### config.mk
export PLATFORM = sky130hd
export DESIGN_NAME = servo_ramp_multiplexer
export DESIGN_NICKNAME = d
export VERILOG_FILES = /design/src/rtl/srm_pkg.sv /design/src/rtl/srm_ram.sv /design/src/rtl/srm_div.sv /design/src/rtl/srm_ramp.sv /design/src/rtl/servo_ramp_multiplexer.sv
export SDC_FILE = /design/constraint.sdc
export NUM_CORES = 1
export LEC_CHECK = 0
export ABC_AREA = 1
export BUFFER_PORTS_ARGS = -buffer_cell sky130_fd_sc_hd__buf_2
export CAP_MARGIN = 40
export CORE_MARGIN = 2
export CORE_UTILIZATION = 60
export CTS_CLUSTER_SIZE = 40
export DETAILED_ROUTE_END_ITERATION = 6
export PLACE_DENSITY = 0.83
export SETUP_SLACK_MARGIN = 0.2
export SLEW_MARGIN = 0
export SYNTH_ARGS = -nofsm -noshare
export SYNTH_HDL_FRONTEND = slang
export SYNTH_SLANG_ARGS = --single-unit
### constraint.sdc
create_clock -name clk_i -period 9.55 [get_ports clk_i]
set_input_delay 0.4775 -clock clk_i [delete_from_list [all_inputs] [get_ports clk_i]]
set_output_delay 0.4775 -clock clk_i [all_outputs]
set_load 0.005 [all_outputs]
### src/rtl/srm_pkg.sv
// Shared types, constants and a conversion helper for the servo ramp multiplexer.
package srm_pkg;

  typedef enum logic [2:0] {
    MODE_TICK    = 3'd0,
    MODE_TARGETS = 3'd1,
    MODE_WR_MIN  = 3'd2,
    MODE_WR_MAX  = 3'd3,
    MODE_WR_TIME = 3'd4,
    MODE_RD_MIN  = 3'd5,
    MODE_RD_MAX  = 3'd6,
    MODE_RD_TIME = 3'd7
  } mode_e;

  localparam logic [9:0]  PERMILLE_MAX = 10'd1000;
  localparam logic [9:0]  TIME_MIN     = 10'd20;
  localparam logic [9:0]  TIME_MAX     = 10'd1000;
  localparam logic [9:0]  WIDTH_BASE   = 10'd500;
  localparam logic [5:0]  STEP_MASK    = 6'h3F;
  localparam int unsigned DIVIDEND_W   = 11;

  // One channel's entry in the settings/state memory
  typedef struct packed {
    logic [9:0] min_p;
    logic [9:0] max_p;
    logic [9:0] move_time;
    logic [9:0] min_w;
    logic [9:0] max_w;
    logic [9:0] cur_w;
    logic [5:0] step;
    logic [3:0] hold;
  } srm_entry_t;

  localparam srm_entry_t RESET_ENTRY = '{
    min_p:     10'd400,
    max_p:     10'd600,
    move_time: 10'd100,
    min_w:     10'd700,
    max_w:     10'd800,
    cur_w:     10'd700,
    step:      6'd2,
    hold:      4'd0
  };

  typedef struct packed {
    srm_entry_t ent;
    logic       start_f;
    logic       target_f;
    logic       dir_f;
    logic       slot_free;
  } srm_tick_in_t;

  typedef struct packed {
    srm_entry_t ent;
    logic       started;
    logic       dir;
    logic       pulse;
    logic [9:0] width;
    logic       reach_set;
    logic       reach_clr;
    logic       finished;
  } srm_tick_out_t;

  function automatic logic [9:0] permille_to_width(logic [9:0] p);
    logic [9:0] pc;
    pc = (p > PERMILLE_MAX) ? PERMILLE_MAX : p;
    return (pc >> 1) + WIDTH_BASE;
  endfunction

endpackage

### src/rtl/srm_ram.sv
// Generic single-port-write, single-port-read RAM with registered read data.
module srm_ram #(
  parameter int unsigned WIDTH = 8,
  parameter int unsigned DEPTH = 8
) (
  input  logic                     clk_i,
  input  logic                     we_i,
  input  logic [$clog2(DEPTH)-1:0] waddr_i,
  input  logic [WIDTH-1:0]         wdata_i,
  input  logic                     re_i,
  input  logic [$clog2(DEPTH)-1:0] raddr_i,
  output logic [WIDTH-1:0]         rdata_o
);

  logic [WIDTH-1:0] mem_q [DEPTH];
  logic [WIDTH-1:0] rdata_q;

  always_ff @(posedge clk_i) begin
    if (we_i) begin
      mem_q[waddr_i] <= wdata_i;
    end
    if (re_i) begin
      rdata_q <= mem_q[raddr_i];
    end
  end

  assign rdata_o = rdata_q;

endmodule

### src/rtl/srm_div.sv
// Restoring divider, one quotient bit per cycle.
module srm_div #(
  parameter int unsigned DW = 11,
  parameter int unsigned VW = 10
) (
  input  logic          clk_i,
  input  logic          rst_ni,
  input  logic          start_i,
  input  logic [DW-1:0] dividend_i,
  input  logic [VW-1:0] divisor_i,
  output logic          done_o,
  output logic [DW-1:0] quot_o
);

  localparam int unsigned CW = $clog2(DW + 1);

  logic [VW:0]   rem_q;
  logic [DW-1:0] quo_q;
  logic [VW-1:0] dvs_q;
  logic [CW-1:0] cnt_q;
  logic          busy_q;
  logic          done_q;

  logic [VW:0]   rem_sh;
  logic [VW+1:0] trial;
  logic          borrow;

  assign rem_sh = {rem_q[VW-1:0], quo_q[DW-1]};
  assign trial  = {1'b0, rem_sh} - {2'b00, dvs_q};
  assign borrow = trial[VW+1];

  always_ff @(posedge clk_i or negedge rst_ni) begin
    if (!rst_ni) begin
      busy_q <= 1'b0;
      done_q <= 1'b0;
      cnt_q  <= '0;
    end else begin
      done_q <= busy_q && !start_i && (cnt_q == CW'(DW - 1));
      if (start_i) begin
        busy_q <= 1'b1;
        cnt_q  <= '0;
      end else if (busy_q) begin
        cnt_q <= cnt_q + 1'b1;
        if (cnt_q == CW'(DW - 1)) begin
          busy_q <= 1'b0;
        end
      end
    end
  end

  always_ff @(posedge clk_i) begin
    if (start_i) begin
      rem_q <= '0;
      quo_q <= dividend_i;
      dvs_q <= divisor_i;
    end else if (busy_q) begin
      rem_q <= borrow ? rem_sh : trial[VW:0];
      quo_q <= {quo_q[DW-2:0], ~borrow};
    end
  end

  assign done_o = done_q;
  assign quot_o = quo_q;

endmodule

### src/rtl/srm_ramp.sv
// Ramp step for one channel tick: move start, width step, end snap and hold count.
module srm_ramp #(
  parameter int unsigned HOLD_PULSES = 15
) (
  input  srm_pkg::srm_tick_in_t  tick_i,
  output srm_pkg::srm_tick_out_t tick_o
);

  srm_pkg::srm_entry_t ent;
  logic       start;
  logic [3:0] hold0;
  logic [3:0] hold1;
  logic       dir;
  logic       run;
  logic [10:0] sum;
  logic       hit_up;
  logic       hit_dn;
  logic [9:0] diff;
  logic [9:0] new_w;
  logic       hit;

  always_comb begin
    ent    = tick_i.ent;
    start  = (ent.hold == 4'd0) && tick_i.start_f && tick_i.slot_free;
    hold0  = start ? 4'(HOLD_PULSES) : ent.hold;
    dir    = start ? tick_i.target_f : tick_i.dir_f;
    run    = (hold0 != 4'd0);
    sum    = {1'b0, ent.cur_w} + {5'd0, ent.step};
    hit_up = (sum >= {1'b0, ent.max_w});
    // cur - step <= min, kept unsigned
    hit_dn = ({1'b0, ent.cur_w} <= ({1'b0, ent.min_w} + {5'd0, ent.step}));
    diff   = ent.cur_w - {4'd0, ent.step};
    if (!run) begin
      new_w = ent.cur_w;
      hit   = 1'b0;
    end else if (dir) begin
      new_w = hit_up ? ent.max_w : sum[9:0];
      hit   = hit_up;
    end else begin
      new_w = hit_dn ? ent.min_w : diff;
      hit   = hit_dn;
    end
    hold1 = hit ? (hold0 - 4'd1) : hold0;

    tick_o           = '0;
    tick_o.ent       = ent;
    tick_o.ent.cur_w = new_w;
    tick_o.ent.hold  = hold1;
    tick_o.started   = start;
    tick_o.dir       = dir;
    tick_o.pulse     = run;
    tick_o.width     = run ? new_w : 10'd0;
    tick_o.reach_set = hit && dir;
    tick_o.reach_clr = hit && !dir;
    tick_o.finished  = run && (hold1 == 4'd0);
  end

endmodule

### src/rtl/servo_ramp_multiplexer.sv
// Top level: round-robin servo ramp controller with per-channel settings in one RAM.
//
//  port group   | dir | contents (low bit first)
//  s_axis_*     | in  | tuser: mode[2:0]; tdata: channel[2:0], data[18:3], select_mask[26:19]
//  m_axis_*     | out | tdata: pulse_valid, pulse_channel, pulse_width, reached_bits,
//               |     |        pending_bits, read_value (40 bits)
//  cfg_*        | in  | cfg_we_i / cfg_wdata_i: enable bit
//
// One beat at a time: accept, RAM read, execute, then the result goes to the output register.
// Ticks, target and read beats go straight from EXEC to OUT; setting writes first wait in DIV
// for the step division. The next beat is taken while a result still waits on m_axis.
// No clearing pass after reset: per-entry valid bits make untouched entries read as defaults.
module servo_ramp_multiplexer #(
  parameter int unsigned CHANNELS    = 8,
  parameter int unsigned MAX_ACTIVE  = 2,
  parameter int unsigned HOLD_PULSES = 15
) (
  input  logic        clk_i,
  input  logic        rst_ni,
  input  logic        cfg_we_i,
  input  logic        cfg_wdata_i,
  input  logic        s_axis_tvalid,
  output logic        s_axis_tready,
  input  logic [31:0] s_axis_tdata,   // channel, data, select_mask, zero pad
  input  logic [2:0]  s_axis_tuser,   // mode
  output logic        m_axis_tvalid,
  input  logic        m_axis_tready,
  output logic [39:0] m_axis_tdata    // pulse_valid, pulse_channel, pulse_width,
                                      // reached_bits, pending_bits, read_value
);

  localparam int unsigned PW    = $clog2(CHANNELS);
  localparam int unsigned ACT_W = $clog2(MAX_ACTIVE + 1);
  localparam int unsigned ENT_W = $bits(srm_pkg::srm_entry_t);
  localparam int unsigned DW    = srm_pkg::DIVIDEND_W;

  typedef enum logic [1:0] {
    ST_IDLE,
    ST_EXEC,
    ST_DIV,
    ST_OUT
  } state_e;

  state_e              state_q;
  srm_pkg::mode_e      mode_q;
  logic [2:0]          chan_q;
  logic [15:0]         data_q;
  logic [7:0]          mask_q;
  logic                enable_q;
  logic [PW-1:0]       ptr_q;
  logic [ACT_W-1:0]    act_q;
  logic [CHANNELS-1:0] reached_q;
  logic [CHANNELS-1:0] cmd_q;
  logic [CHANNELS-1:0] start_q;
  logic [CHANNELS-1:0] target_q;
  logic [CHANNELS-1:0] dir_q;
  logic [CHANNELS-1:0] valid_q;
  logic                rd_vld_q;
  srm_pkg::srm_entry_t ent_q;
  logic                pv_q;
  logic [2:0]          pch_q;
  logic [9:0]          pw_q;
  logic [9:0]          rv_q;
  logic                m_tvalid_q;
  logic [39:0]         m_tdata_q;

  logic                accept;
  srm_pkg::mode_e      in_mode;
  logic                ram_we;
  logic [PW-1:0]       ram_waddr;
  logic [ENT_W-1:0]    ram_wdata;
  logic [PW-1:0]       ram_raddr;
  logic [ENT_W-1:0]    ram_rdata;
  srm_pkg::srm_entry_t ent_rd;
  srm_pkg::srm_entry_t ent_set;
  srm_pkg::srm_entry_t ent_div;
  logic                chan_ok;
  logic                set_op;
  logic                tick_en;
  logic                div_start;
  logic                div_done;
  logic [DW-1:0]       dividend;
  logic [DW-1:0]       quot;
  logic [DW-1:0]       step_full;
  logic [9:0]          span;
  logic [9:0]          rd_val;
  logic [15:0]         mask_ext;
  logic [CHANNELS-1:0] tmask;
  logic [CHANNELS-1:0] chan_bit;
  logic [PW-1:0]       ptr_next;
  logic [ACT_W-1:0]    act_plus;
  logic [ACT_W-1:0]    act_next;
  logic                out_free;
  srm_pkg::srm_tick_in_t  tick_in;
  srm_pkg::srm_tick_out_t tick_out;

  assign s_axis_tready = (state_q == ST_IDLE);
  assign accept        = s_axis_tvalid && s_axis_tready;
  assign in_mode       = srm_pkg::mode_e'(s_axis_tuser);
  assign out_free      = !m_tvalid_q || m_axis_tready;

  assign ram_raddr = (in_mode == srm_pkg::MODE_TICK) ? ptr_q : PW'(s_axis_tdata[2:0]);

  srm_ram #(
    .WIDTH(ENT_W),
    .DEPTH(CHANNELS)
  ) u_ram (
    .clk_i  (clk_i),
    .we_i   (ram_we),
    .waddr_i(ram_waddr),
    .wdata_i(ram_wdata),
    .re_i   (accept),
    .raddr_i(ram_raddr),
    .rdata_o(ram_rdata)
  );

  assign ent_rd  = rd_vld_q ? srm_pkg::srm_entry_t'(ram_rdata) : srm_pkg::RESET_ENTRY;
  assign chan_ok = (32'(chan_q) < 32'(CHANNELS));
  assign set_op  = (mode_q == srm_pkg::MODE_WR_MIN) || (mode_q == srm_pkg::MODE_WR_MAX) ||
                   (mode_q == srm_pkg::MODE_WR_TIME);
  assign tick_en = (mode_q == srm_pkg::MODE_TICK) && enable_q;
  assign chan_bit = CHANNELS'(1) << ptr_q;

  // tick path
  always_comb begin
    tick_in           = '0;
    tick_in.ent       = ent_rd;
    tick_in.start_f   = start_q[ptr_q];
    tick_in.target_f  = target_q[ptr_q];
    tick_in.dir_f     = dir_q[ptr_q];
    tick_in.slot_free = (act_q < ACT_W'(MAX_ACTIVE));
  end

  srm_ramp #(
    .HOLD_PULSES(HOLD_PULSES)
  ) u_ramp (
    .tick_i(tick_in),
    .tick_o(tick_out)
  );

  assign ptr_next = (ptr_q == PW'(CHANNELS - 1)) ? '0 : ptr_q + 1'b1;
  assign act_plus = act_q + ACT_W'(tick_out.started);
  assign act_next = (tick_out.finished && (act_plus != '0)) ? act_plus - 1'b1 : act_plus;

  // target write mask, only the first eight channels are addressable
  assign mask_ext = 16'(mask_q);
  always_comb begin
    tmask = '0;
    for (int i = 0; i < CHANNELS; i++) begin
      tmask[i] = (i < 8) ? mask_ext[i] : 1'b0;
    end
  end

  // setting writes with clamping
  always_comb begin
    ent_set = ent_rd;
    unique case (mode_q)
      srm_pkg::MODE_WR_MIN: begin
        ent_set.min_p = (data_q > 16'(ent_rd.max_p)) ? ent_rd.max_p : data_q[9:0];
        ent_set.min_w = srm_pkg::permille_to_width(ent_set.min_p);
      end
      srm_pkg::MODE_WR_MAX: begin
        if (data_q > 16'(srm_pkg::PERMILLE_MAX)) begin
          ent_set.max_p = srm_pkg::PERMILLE_MAX;
        end else if (data_q < 16'(ent_rd.min_p)) begin
          ent_set.max_p = ent_rd.min_p;
        end else begin
          ent_set.max_p = data_q[9:0];
        end
        ent_set.max_w = srm_pkg::permille_to_width(ent_set.max_p);
      end
      srm_pkg::MODE_WR_TIME: begin
        if (data_q > 16'(srm_pkg::TIME_MAX)) begin
          ent_set.move_time = srm_pkg::TIME_MAX;
        end else if (data_q < 16'(srm_pkg::TIME_MIN)) begin
          ent_set.move_time = srm_pkg::TIME_MIN;
        end else begin
          ent_set.move_time = data_q[9:0];
        end
      end
      default: ent_set = ent_rd;
    endcase
    span     = (ent_set.max_w >= ent_set.min_w) ? (ent_set.max_w - ent_set.min_w) : 10'd0;
    dividend = {span, 1'b0};
  end

  assign div_start = (state_q == ST_EXEC) && set_op && chan_ok;

  srm_div #(
    .DW(DW),
    .VW(10)
  ) u_div (
    .clk_i     (clk_i),
    .rst_ni    (rst_ni),
    .start_i   (div_start),
    .dividend_i(dividend),
    .divisor_i (ent_set.move_time),
    .done_o    (div_done),
    .quot_o    (quot)
  );

  assign step_full = (quot == '0) ? DW'(1) : quot;
  always_comb begin
    ent_div      = ent_q;
    ent_div.step = step_full[5:0] & srm_pkg::STEP_MASK;
  end

  always_comb begin
    unique case (mode_q)
      srm_pkg::MODE_RD_MIN:  rd_val = ent_rd.min_p;
      srm_pkg::MODE_RD_MAX:  rd_val = ent_rd.max_p;
      srm_pkg::MODE_RD_TIME: rd_val = ent_rd.move_time;
      default:               rd_val = 10'd0;
    endcase
    if (!chan_ok) begin
      rd_val = 10'd0;
    end
  end

  // RAM write-back: tick updates in EXEC, setting writes when the step is ready
  always_comb begin
    ram_we    = 1'b0;
    ram_waddr = ptr_q;
    ram_wdata = ENT_W'(tick_out.ent);
    if (state_q == ST_EXEC && tick_en) begin
      ram_we = 1'b1;
    end else if (state_q == ST_DIV && div_done) begin
      ram_we    = 1'b1;
      ram_waddr = PW'(chan_q);
      ram_wdata = ENT_W'(ent_div);
    end
  end

  always_ff @(posedge clk_i or negedge rst_ni) begin
    if (!rst_ni) begin
      state_q    <= ST_IDLE;
      enable_q   <= 1'b0;
      ptr_q      <= '0;
      act_q      <= '0;
      reached_q  <= '0;
      cmd_q      <= '0;
      start_q    <= '1;
      target_q   <= '0;
      dir_q      <= '0;
      valid_q    <= '0;
      rd_vld_q   <= 1'b0;
      m_tvalid_q <= 1'b0;
    end else begin
      if (cfg_we_i) begin
        enable_q <= cfg_wdata_i;
      end
      if (state_q == ST_OUT && out_free) begin
        m_tvalid_q <= 1'b1;
      end else if (m_tvalid_q && m_axis_tready) begin
        m_tvalid_q <= 1'b0;
      end
      if (ram_we) begin
        valid_q[ram_waddr] <= 1'b1;
      end
      unique case (state_q)
        ST_IDLE: begin
          if (accept) begin
            rd_vld_q <= valid_q[ram_raddr];
            state_q  <= ST_EXEC;
          end
        end
        ST_EXEC: begin
          pv_q    <= tick_en && tick_out.pulse;
          pch_q   <= 3'(ptr_q);
          pw_q    <= tick_en ? tick_out.width : 10'd0;
          rv_q    <= rd_val;
          state_q <= (set_op && chan_ok) ? ST_DIV : ST_OUT;
          if (tick_en) begin
            act_q <= act_next;
            ptr_q <= ptr_next;
            dir_q[ptr_q] <= tick_out.dir;
            if (tick_out.started) begin
              start_q[ptr_q] <= 1'b0;
            end
            if (tick_out.reach_set) begin
              reached_q <= reached_q | chan_bit;
            end else if (tick_out.reach_clr) begin
              reached_q <= reached_q & ~chan_bit;
            end
          end
          if (mode_q == srm_pkg::MODE_TARGETS) begin
            cmd_q    <= (cmd_q & ~tmask) | (CHANNELS'(data_q) & tmask);
            start_q  <= start_q | tmask;
            target_q <= (target_q & ~tmask) | (CHANNELS'(data_q) & tmask);
          end
        end
        ST_DIV: begin
          if (div_done) begin
            state_q <= ST_OUT;
          end
        end
        ST_OUT: begin
          if (out_free) begin
            state_q <= ST_IDLE;
          end
        end
        default: state_q <= ST_IDLE;
      endcase
    end
  end

  // payload registers
  always_ff @(posedge clk_i) begin
    if (accept) begin
      mode_q <= in_mode;
      chan_q <= s_axis_tdata[2:0];
      data_q <= s_axis_tdata[18:3];
      mask_q <= s_axis_tdata[26:19];
    end
    if (div_start) begin
      ent_q <= ent_set;
    end
    if (state_q == ST_OUT && out_free) begin
      m_tdata_q <= {rv_q, 8'(cmd_q ^ reached_q), 8'(reached_q), pw_q, pch_q, pv_q};
    end
  end

  assign m_axis_tvalid = m_tvalid_q;
  assign m_axis_tdata  = m_tdata_q;

endmodule
---- Yosys cells after proc, flatten, opt, wreduce, memory -nomap -nowiden ----
Memory sizes are Yosys's and may differ from the RTL's. A register that Yosys moved wholly into a read port is not among the register bits.
Cells that the tools add are included.
storage, ports and cells
  memories kept ........................... 1
  bits in writable memories ............... 560
  register bits ........................... 243
  input bits .............................. 41
cells by class
  bitwise gates (word level) .............. 15
  reduce and logical (&&, ||, !) cells .... 45
  magnitude comparators ................... 15
  mux-type cells .......................... 70
  shifts and indexed selects .............. 1
  eq/ne operators ......................... 15
  $add $sub $neg .......................... 12
memory list
  name         words  bits a word  rd ports  clocked after memory_dff  wr ports  line           text
  u_ram.mem_q  8      70           1         1                         1         srm_ram.sv:15  logic [WIDTH-1:0] mem_q [DEPTH];
operator list
  operator                                                         number
  2-to-1 mux 70 bit                                                3
  2-to-1 mux 10 bit                                                19
  AND 8 bit                                                        5
  2-to-1 mux 8 bit                                                 5
  OR 8 bit                                                         5
  one-hot mux 10 bit (3 select lines)                              1
  NOT 8 bit                                                        3
  adder 10 x 6 -> 11 bit                                           2
  2-to-1 mux 11 bit                                                2
  adder 9 x 9 -> 10 bit, second input constant                     2
  greater-than comparator 10 bit, second input constant            2
  2-to-1 mux 1 bit                                                 19
  logical AND 1 bit                                                18
  greater-than comparator 16 x 10 -> 1 bit                         1
  greater-than comparator 16 x 10 -> 1 bit, second input constant  1
  < comparator 16 x 10 -> 1 bit                                    1
  < comparator 16 x 5 -> 1 bit, second input constant              1
  2-to-1 mux 4 bit                                                 4
  == test 3 bit, second input constant                             5
  binary-select mux 1 bit (select 3 bit)                           4
  < comparator 3 x 4 -> 1 bit, second input constant               3
  2-to-1 mux 3 bit                                                 4
  nonzero test 2 bit                                               6
  subtractor 11 x 10 -> 12 bit                                     1
  other kinds (36)                                                 56

---- Logic depth before layout (Yosys ltp) ----
  word-level depth ........................ 12
  mapped depth ............................ 44
  depth with buffers taken out ............ 41

---- Modules after synthesis ----
Synthesis repeated with hierarchy kept, for this count alone.
second synthesis, totals
  cells, all modules ...................... 4,586
  area total of the unflattened synthesis .. 42,978.7 sq um
by module, submodules not included
  module                  cells each  area an instance (sq um)  instances
  srm_ram                 2,507       26,454.1                  1
  servo_ramp_multiplexer  1,358       11,572.3                  1
  srm_ramp                456         2,880.3                   1
  srm_div                 265         2,072.0                   1

---- Worst setup path before layout ----
Ideal clock, no wire load.
  kind .................................... reg2reg
  from .................................... register state_q[1]
  to ...................................... register u_div.quo_q[10], in the netlist u_div.quot_o[10] (enable)
  stages on the path, launching flop included .. 7
  data required time ...................... 9,176 ps
  path slack .............................. 3,148 ps
  library setup time ...................... 374 ps
  clock period less this slack ............ 6,402 ps
  data arrival time ....................... 6,028 ps
  path through ............................ dfrtp_1 -> inv_1 -> ha_1 -> inv_1 -> a21oi_1 -> clkinv_1 -> nand2_1
between the ends
  word-level cells in the longest chain between the ends .. 3
ends and longest elaborated chain
  item                                 line                           text
  start: declaration                   servo_ramp_multiplexer.sv:44   state_e state_q;
  start signal: assignment             servo_ramp_multiplexer.sv:272  state_q <= (set_op && chan_ok) ? ST_DIV : ST_OUT;
  == test 2 x 1 -> 1 bit               servo_ramp_multiplexer.sv:187  assign div_start = (state_q == ST_EXEC) && set_op && chan_ok;
  logical AND 1 bit                    servo_ramp_multiplexer.sv:187
  net div_start                        servo_ramp_multiplexer.sv:80   logic div_start;
  nonzero test 2 bit (no source line)  --
  end signal: assignment               srm_div.sv:54                  quo_q <= dividend_i;
  end signal: assignment               srm_div.sv:58                  quo_q <= {quo_q[DW-2:0], ~borrow};
  end: declaration                     srm_div.sv:18                  logic [DW-1:0] quo_q;
The timed path passes the listed nets, and every way through them passes these cells.
A chain may end at the register's enable or synchronous reset.

==> flow_metrics.env <==
export IMPL_outcome="complete, no violations"
export IMPL_synth_top_area_cell="edfxtp_1"
export IMPL_drt_initial_drc_count=3556
export IMPL_crit_path_max_incr_delay_ns=0.84
export IMPL_power_frac_comb_pct=29.4
export IMPL_end_kind="register"
export IMPL_htree_levels=3
export IMPL_num_rows=92
export IMPL_switching_share_pct=34.2
export IMPL_via_count=26100
export IMPL_worstSetupPathType="reg2reg"
export IMPL_fin_worst_skew_ns=0.0342
export IMPL_async_flop_share_pct=6.47
export IMPL_ios=83
export IMPL_grt_max_degree=161
export IMPL_clockBufferDepth=3
export IMPL_switching_power_w=0.00419
export IMPL_multi_input_area_um2=11000
export IMPL_gp_congestion=0.958
export IMPL_diodes=0
export IMPL_syn_to_final_growth_pct=12.2
export IMPL_path_max_fanout=33
export IMPL_p_seq_share_pct=43.7
export IMPL_hp_class="in2reg"
export IMPL_rsz0062_at_grt="false"
export IMPL_cts_buffers=84
export IMPL_final_common_cell="edfxtp_1"
export IMPL_synthCells=3211
export IMPL_overflow=0
export IMPL_slew_violations=0
export IMPL_synth_cell_types=64
export IMPL_cts_root_buf="clkbuf_16"
export IMPL_wl_um=93000
export IMPL_cp_start_kind="register"
export IMPL_post_synth_cell_area_avg_um2=11.8
export IMPL_insertion_delay_ns=0.65
export IMPL_synth_area_leaders="edfxtp_1 (63%), o21ai_0 (6.1%), nand2_1 (3.9%), nor2_1 (3.4%), dfrtp_1 (3.2%)"
export IMPL_ys_seq_area_share_pct=67.6
export IMPL_syn_area_um2=37900
export IMPL_syn_nets=3350
export IMPL_yosysTopAreaCellShare_pct=63.2
export IMPL_timing_hold_ws_ns=0.0238
export IMPL_p_int_w=0.00805
export IMPL_cp_slowest_cell="dfrtp_2"
export IMPL_finalSetupViolCount=0
export IMPL_die_area_um2=65200
export IMPL_start_util_pct=60.4
export IMPL_cp_arrival_ns=6.85
export IMPL_track_usage_pct=28.9
export IMPL_path_clk_slew_ns=0.06
export IMPL_portBuffers=77
export IMPL_die_w_um=255
export IMPL_p_clk_share_pct=26.9
export IMPL_antenna_left=0
export IMPL_hold_violations=0
export IMPL_hpwlAfterDp_um=56700
export IMPL_synth_edff_count=798
export IMPL_cts_resized=0
export IMPL_fin_nets=3448
export IMPL_drt_first_pass_iters=6
export IMPL_grt_pass1_vias=24900
export IMPL_cts_sinks=865
export IMPL_die_y_um=255
export IMPL_final_cell_mix="edfxtp_1 (798), o21ai_0 (460), nand2_1 (388)"
export IMPL_maxCapViolations=0
export IMPL_leakagePower_nw=15.6
export IMPL_drc=0
export IMPL_grt_pass1_wl_um=141000
export IMPL_final_fill_count=4171
export IMPL_crit_required_ns=9.95
export IMPL_yosysWarnings=0
export IMPL_core_region_area_um2=62700
export IMPL_maxSlewHeadroom_pct=31.2
export IMPL_ir_drop_v=0.000166
export IMPL_antenna_found_initial=1
export IMPL_period_needed_ns=6.45
export IMPL_ys_flop_type="edfxtp_1"
export IMPL_via_per_inst=6.18
export IMPL_setup_tns_final_ns=0
export IMPL_ys_ff_latch=865
export IMPL_seqCellArea_um2=25600
export IMPL_final_layout_size_suffix_gt1_share_pct=11.1
export IMPL_wire_per_inst_um=22.0
export IMPL_cts_tree="built"
export IMPL_power_density_nw_per_um2=288
export IMPL_final_period_utilization_pct=67.5
export IMPL_fmax_mhz=155
export IMPL_worst_slew_pin_slew_ns=1.02
## synthesized netlist by cell type (3+ instances only)
cell	n
fa_1	5
xor2_1	41
nor2_1	342
a22oi_1	5
o21ai_0	460
buf_1	6
dfxtp_1	11
nand4_1	11
nand2_2	13
buf_2	4
o21bai_1	148
a21oi_1	87
dfrtp_1	48
a31oi_1	77
nand2_1	389
o311ai_0	4
o211ai_1	4
xnor2_1	6
inv_2	17
a221oi_1	6
nor3_1	10
o221ai_1	3
a32o_1	3
edfxtp_1	798
inv_1	203
o21ai_2	8
o22ai_1	85
a211oi_1	3
ha_1	93
or2_2	12
o21ai_1	10
nand3_1	80
nand2_4	6
nor4_1	6
dfstp_2	8
nor2_2	5
clkbuf_1	140
nand3_2	9
clkinv_1	9
## cell type report
| type | count | area share (%) |
|---|---|---|
| flip-flops and latches | 865 | 60.2 |
| multi-input cells | 1964 | 25.8 |
| clock buffers | 99 | 5.18 |
| repair buffers | 164 | 3.02 |
| well taps | 846 | 2.49 |
| inverters | 230 | 2.07 |
| clock inverters | 52 | 1.22 |
## worst paths after layout
check | startpoint | slack (ns) | end | cells after the start
setup reg to reg | rd_vld_q | 3.10 | u_div.quot_o[8] | 30
max in group asynchronous | rst_ni | 8.49 | rd_vld_q | 3
hold / removal | s_axis_tdata[22] | 0.02 | mask_q[3] | 1
setup / recovery | rd_vld_q | 3.10 | u_div.quot_o[8] | 30
min in group asynchronous | rst_ni | 0.52 | m_axis_tvalid | 3
hold reg to reg | pw_q[5] | 0.42 | m_axis_tdata[9] | 0
## metal layers
| metal | routed length (um) | global-route usage (%) | vias up |
|---|---|---|---|
| li1 | - | - | 11800 |
| met1 | 35900 | 39.4 | 12600 |
| met2 | 44400 | 47.3 | 1493 |
| met3 | 9450 | 4.46 | 241 |
| met4 | 3190 | 10.9 | 0 |
| met5 | 0 | 0 | - |
## registers in the layout, indices dropped and copies added, names as in the netlist, 4 cells and up, named ones only
register / flops
start_q: 8
rv_q: 10
u_ram.rdata_o: 70
m_axis_tdata: 40
u_div.rem_q: 10
pw_q: 10
u_div.quot_o: 11
data_q: 16
u_div.cnt_q: 4
valid_q: 8
ent_div: 54
dir_q: 8
mask_q: 8
u_div.dvs_q: 10
u_ram.mem_q: 560
## per-stage QoR
stage / std cells / cell area (um2) / power [W] / setup slack [ns] / util [%]
finish: 4220 / 42500 / 0.0122 / 3.10 / 67.7
global route: 4220 / 42500 / 0.0128 / 2.69 / 67.7
CTS: 4212 / 42500 / 0.0122 / 3.37 / 67.7
detailed placement: 4039 / 39500 / 0.00889 / 3.44 / 63.0
global placement: 4011 / 39100 / 0.00872 / 3.50 / 62.3
floorplan: 3211 / 37900 / 0.00775 / 3.15 / -
## cell families (layout without fill, tap and decap cells)
logic type,after synthesis,after routing,share of synthesized area [%]
xor gates and xnor gates,47,47,1.09
buffers and inverters,382,545,3.82
and+or+nand+nor,894,894,9.85
AOI/OAI and AO/OA,923,923,14.3
adders and majority gates,98,98,3.34
DFF,865,865,67.6
muxes,2,2,0.0561
## critical path, delay by kind of cell, from the launching register on
family | cells | cell delay (ns)
AOI/OAI and AO/OA | 8 | 1.51
and+or+nand+nor | 15 | 2.24
adders and majority gates | 3 | 0.95
DFF | 1 | 0.84
buffers and inverters | 4 | 0.61
## timing repair
item / CTS / global route
hold endpoints to repair: 22 / 0
hold buffers: 22 / 0
setup buffers: 0 / 0
## power by group through the flow
stage	sequential (W)	clock, W	combinational [W]
after global routing	0.00537	0.00346	0.00401
final	0.00535	0.00330	0.00360
after detailed placement	0.00541	0	0.00348
after floorplan	0.00533	0	0.00242
after CTS	0.00534	0.00332	0.00352
after global placement	0.00540	0	0.00332
Power figures use the tool's default switching activity.
